File: src/rtl/core/cta_pkg.sv
// shared constants for the chunk timestamp aligner
package cta_pkg;

    // field widths
    localparam int CHUNK_W = 9;
    localparam int TIME_W  = 63;
    localparam int WORD_W  = 64;

    // sample clock and timer scaling
    localparam int SAMPLE_RATE  = 48000;
    localparam int USEC_PER_SEC = 1000000;
    localparam int USEC_W       = $clog2(USEC_PER_SEC + 1);
    localparam int INCR_W       = CHUNK_W + USEC_W;

    // largest chunk accepted, larger counts saturate
    localparam int MAX_CHUNK = 256;

    // offset window
    localparam int WINDOW_DEPTH = 100;
    localparam int RING_AW      = $clog2(WINDOW_DEPTH);
    localparam int RING_CW      = $clog2(WINDOW_DEPTH + 1);

    // exponential average: weight (2^EMA_SHIFT - 1) / 2^EMA_SHIFT
    localparam int EMA_SHIFT = 7;

endpackage

File: src/rtl/core/cta_div.sv
// reciprocal divider of a 64-bit word by the sample rate, one shared multiplier
module cta_div (
    input  logic                       aclk,
    input  logic                       aresetn,
    input  logic                       start,
    input  logic [cta_pkg::WORD_W-1:0] dividend,
    output logic                       busy,
    output logic [cta_pkg::WORD_W-1:0] quotient
);

    // rate splits into a power of two and an odd part: 48000 = 2^7 * 375
    localparam int POW2_SH  = 7;
    localparam int ODD_DIV  = cta_pkg::SAMPLE_RATE >> POW2_SH;
    localparam int Y_W      = cta_pkg::WORD_W - POW2_SH;
    localparam int HALF_W   = 29;
    localparam int RECIP_W  = 2 * HALF_W;
    localparam int RECIP_SH = Y_W + $clog2(ODD_DIV);
    localparam int ACC_W    = Y_W + RECIP_W;

    // rounded-up reciprocal, exact for every dividend of Y_W bits
    localparam logic [RECIP_SH:0]  POW_SH     = {1'b1, {RECIP_SH{1'b0}}};
    localparam logic [RECIP_SH:0]  RECIP_FULL = (POW_SH + ODD_DIV - 1) / ODD_DIV;
    localparam logic [RECIP_W-1:0] RECIP      = RECIP_FULL[RECIP_W-1:0];

    localparam logic [2:0] STEP_LAST = 3'd4;

    logic                  busy_reg;
    logic [2:0]            step_reg;
    logic [Y_W-1:0]        y_reg;
    logic [RECIP_W-1:0]    prod_reg;
    logic [1:0]            prod_idx_reg;
    logic [ACC_W-1:0]      acc_reg;
    logic [HALF_W-1:0]     mul_a;
    logic [HALF_W-1:0]     mul_b;
    logic [RECIP_W-1:0]    mul_p;
    logic [ACC_W-1:0]      placed;

    // half-word operands: bit 1 of the step picks the dividend half, bit 0 the reciprocal half
    assign mul_a = step_reg[1] ? HALF_W'(y_reg[Y_W-1:HALF_W]) : y_reg[HALF_W-1:0];
    assign mul_b = step_reg[0] ? RECIP[RECIP_W-1:HALF_W] : RECIP[HALF_W-1:0];
    assign mul_p = RECIP_W'(mul_a) * RECIP_W'(mul_b);

    // partial product moved up by one half per high operand
    assign placed = (prod_idx_reg[1] && prod_idx_reg[0]) ? (ACC_W'(prod_reg) << (2 * HALF_W))
                  : (prod_idx_reg[1] || prod_idx_reg[0]) ? (ACC_W'(prod_reg) << HALF_W)
                  : ACC_W'(prod_reg);

    // four products then one last sum
    always_ff @(posedge aclk) begin
        if (!aresetn) begin
            busy_reg <= 1'b0;
            step_reg <= '0;
        end else if (start) begin
            busy_reg <= 1'b1;
            step_reg <= '0;
        end else if (busy_reg) begin
            step_reg <= step_reg + 3'd1;
            if (step_reg == STEP_LAST) begin
                busy_reg <= 1'b0;
            end
        end
    end

    // datapath: product of this step, sum of the previous one
    always_ff @(posedge aclk) begin
        if (start) begin
            y_reg   <= dividend[cta_pkg::WORD_W-1:POW2_SH];
            acc_reg <= '0;
        end else if (busy_reg) begin
            prod_reg     <= mul_p;
            prod_idx_reg <= step_reg[1:0];
            if (step_reg != '0) begin
                acc_reg <= acc_reg + placed;
            end
        end
    end

    assign busy     = busy_reg;
    assign quotient = cta_pkg::WORD_W'(acc_reg[ACC_W-1:RECIP_SH]);

endmodule

File: config.mk
export PLATFORM = sky130hd
export DESIGN_NAME = cta_div
export DESIGN_NICKNAME = d
export VERILOG_FILES = /design/src/rtl/core/cta_pkg.sv /design/src/rtl/core/cta_div.sv
export SDC_FILE = /design/constraint.sdc
export NUM_CORES = 2
export LEC_CHECK = 0
export ABC_AREA = 1
export BUFFER_PORTS_ARGS = -buffer_cell sky130_fd_sc_hd__buf_2
export CORE_MARGIN = 8
export CORE_UTILIZATION = 60
export CTS_BUF_LIST = sky130_fd_sc_hd__clkbuf_4 sky130_fd_sc_hd__clkbuf_8 sky130_fd_sc_hd__clkbuf_16
export DETAILED_ROUTE_END_ITERATION = 8
export MAX_ROUTING_LAYER = met4
export PLACE_DENSITY = 0.77
export SYNTH_ARGS = -nofsm -noshare
export SYNTH_HDL_FRONTEND = slang
export SYNTH_SLANG_ARGS = --single-unit
export TNS_END_PERCENT = 30
File: constraint.sdc
create_clock -name aclk -period 11.9 [get_ports aclk]
set_input_delay 0.595 -clock aclk [delete_from_list [all_inputs] [get_ports aclk]]
set_output_delay 0.595 -clock aclk [all_outputs]
set_load 0.1 [all_outputs]
==> flow_metrics.tcl <==
set metrics [dict create \
    synth_ff_type "dfxtp_1" \
    grt_pass1_vias 39600 \
    rrSetupSlack_ns 2.37 \
    num_rows 97 \
    dp.cells 7119 \
    clkLatencyLatePin_ns 0.65 \
    postSynth.asyncResetShare_pct 0 \
    postCtsSetupBuffers 0 \
    ys_seq_area_share_pct 13.9 \
    maxCapViolations 0 \
    multi_input_area_um2 29900 \
    drt-vias-per-instance 5.46 \
    core-area_um2 70100 \
    setup-violations-final 0 \
    io_pins 132 \
    grt_first_pass_wirelength_um 231000 \
    fmax_ghz 0.105 \
    timing.rr.start "step_reg[1]$_SDFFE_PP0P_" \
    drv_slew 0 \
    period_share_pct 80.1 \
    synth_cell_types 53 \
    grt_setup_unrepaired "no" \
    crit_path_max_fanout 25 \
    syn_avg_cell_area_um2 6.93 \
    drtAntennaViolNets 0 \
    diodes 0 \
    hold_path_end "y_reg[37]$_DFFE_PP_" \
    regArea_um2 5900 \
    crit_buf_inv 8 \
    cp_num_cells 30 \
    cts_root_buf "clkbuf_16" \
    required_ns 12.23 \
    synth_cells 6141 \
    status "completed" \
    grt.overflow.total 0 \
    cts_hold_buf 0 \
    largest_reg_flops 115 \
    drt_iter0_drc 3550 \
    grt_max_degree 68 \
    final_layout_size_suffix_gt1_share_pct 7.47 \
    die_h_um 282 \
    ctsHtreeMaxLevel 1 \
    cts_sinks 236 \
    crit_path_end_kind "register" \
    nets 7204 \
    cts_made_buffers 30 \
    syn_area_um2 42500 \
    drt_wl_total_um 155000 \
    clockBufferDepth 3 \
    worstMarginPinSlew_ns 1.25 \
    area_growth_pct 5.68 \
    startpoint_type "register" \
    crit_slowest_cell "nor2_1" \
    synth-edff-count 117 \
    use_met1_pct 44.4 \
    path_delay_family "adder cells" \
    clk_pin_slew_ns 0.06 \
    hold_violations 0 \
    ys_seq_elements 236 \
    mostFrequentLayoutCell "inv_1" \
    gp_congestion 1.11 \
    tns_ns 0 \
    layout_common_cells "1,550 x inv_1, 1,488 x nand2_1, 704 x nor2_1, 468 x ha_1, 458 x fa_1" \
    cts_tree "yes" \
    grt_util_met3_pct 6.03 \
    min_period_ns 9.53 \
    cts.repair.resized 0 \
    skew_ns 0.0831 \
    yosys_warnings 0 \
    dieArea_um2 79700 \
    max_slew_margin_pct 15.9 \
    nFillCells 6617 \
    worstPathArrival_ns 9.86 \
    port_buffers 109 \
    num_vias 39200 \
    grt.total_usage_pct 40.1 \
    crit_top_cell "fa_1" \
    r2r-end "prod_reg[57]$_DFFE_PP_" \
    worstSetupPathType "reg2reg" \
    min_path_cells 1 \
    grt_use_met2_pct 65.6 \
    start_util_pct 60.6 \
    wl_per_cell_um 21.6 \
    setup_slack_ns 2.37 \
    preCtsSetupSlack_ns 2.65 \
    rr_worst_depth 30 \
    place_hpwl_um 132000 \
    drc 0 \
    top_usage_layer "met2" \
    die_x_um 282 \
    drtPass1Iterations 6 \
    antenna_found_initial 0 \
    hold_path.startpoint "dividend[44]" \
    instances_no_fill 7175 \
    hold_class "in2reg" \
    max_stage_delay_ns 0.74 \
]
==> metal layers <==
layer	routed length [µm]	vias to the layer above
met3	12600	615
li1	-	18400
met1	56300	18200
met2	71800	1926
met4	14600	0
met5	0	-
==> cells in the mapped netlist (3+ instances only) <==
| cell | n | share of area (%) |
|---|---|---|
| o21ai_0 | 169 | 2.0 |
| or2_2 | 24 | 0.35 |
| nand3_2 | 20 | 0.47 |
| buf_2 | 9 | 0.11 |
| nand2_2 | 37 | 0.54 |
| nor3_1 | 13 | 0.15 |
| dfxtp_1 | 119 | 5.6 |
| o22ai_1 | 58 | 0.85 |
| or2_1 | 8 | 0.12 |
| a31o_1 | 3 | 0.062 |
| nor4_1 | 7 | 0.10 |
| buf_1 | 15 | 0.13 |
| a31oi_1 | 7 | 0.10 |
| o21ai_4 | 3 | 0.11 |
| clkinv_1 | 4 | 0.035 |
| a21oi_1 | 161 | 1.9 |
| a21o_1 | 5 | 0.088 |
| inv_2 | 64 | 0.56 |
| o21bai_1 | 19 | 0.34 |
| xor2_1 | 114 | 2.3 |
| nor3_2 | 17 | 0.40 |
| nand4_1 | 40 | 0.59 |
| inv_1 | 1551 | 14 |
| nor2_2 | 70 | 1.0 |
| nand3_1 | 162 | 1.9 |
| nor2_4 | 14 | 0.37 |
| o21ai_1 | 13 | 0.15 |
| and3_1 | 3 | 0.044 |
| ha_1 | 468 | 14 |
| nor2_1 | 705 | 6.2 |
| fa_1 | 458 | 22 |
| a21boi_0 | 5 | 0.088 |
| o21a_1 | 11 | 0.19 |
| nand2_1 | 1490 | 13 |
| buf_4 | 65 | 1.1 |
| clkbuf_1 | 47 | 0.41 |
| a21oi_2 | 3 | 0.062 |
| xnor2_1 | 11 | 0.23 |
| nand2_4 | 3 | 0.079 |
| edfxtp_1 | 117 | 8.3 |
| o21ai_2 | 11 | 0.23 |
==> worst max path at each step <==
| stage | start | slack, ns | end |
|---|---|---|---|
| after floorplan | step_reg[1]$_SDFFE_PP0P_ | 4.44 | prod_reg[57]$_DFFE_PP_ |
| after global placement | step_reg[1]$_SDFFE_PP0P_ | 2.66 | prod_reg[57]$_DFFE_PP_ |
| after detailed placement | step_reg[1]$_SDFFE_PP0P_ | 2.65 | prod_reg[57]$_DFFE_PP_ |
| after CTS | step_reg[1]$_SDFFE_PP0P_ | 2.52 | prod_reg[57]$_DFFE_PP_ |
| after global routing | step_reg[1]$_SDFFE_PP0P_ | 2.06 | prod_reg[57]$_DFFE_PP_ |
| final | step_reg[1]$_SDFFE_PP0P_ | 2.37 | prod_reg[57]$_DFFE_PP_ |
==> worst register-to-register path: cells and delay by family (launching register included) <==
| family | cells | cell delay, ns |
|---|---|---|
| fa+ha+maj | 9 | 4.51 |
| simple gates | 12 | 2.88 |
| buf+inv | 8 | 1.29 |
| flops | 1 | 0.47 |
| compound gates | 1 | 0.06 |
==> stage by stage <==
step           hold slack, ns  area [µm²]  utilization [%]
2_1_floorplan           0.429       42700                -
3_3_place_gp            0.502       43800             62.5
3_5_place_dp            0.518       43800             62.5
4_1_cts                 0.104       44900             64.1
5_1_grt                 0.106       44900             64.1
6_report                0.118       44900             64.1
==> cell type report <==
cell class,instances,area share [%]
multi-input combinational,4187,66.6
inverter,1619,13.5
sequential,236,13.1
tap,940,2.62
clock buffer,32,1.72
timing repair buffer,137,1.70
clock inverter,24,0.724
==> kinds of logic after synthesis <==
group / count (synthesis) / share of synthesized area, %
AND/OR/NAND/NOR: 2620 / 25.8
buffers and inverters: 1757 / 16.1
adder cells (fa/ha/maj): 926 / 35.3
AO/OA/AOI/OAI: 475 / 6.29
flip-flops: 236 / 13.9
XOR/XNOR: 125 / 2.57
other: 2 / 0.0177
Power is not shown: default switching activity piles up to over one toggle a cycle in this logic, so the estimate is an artifact.
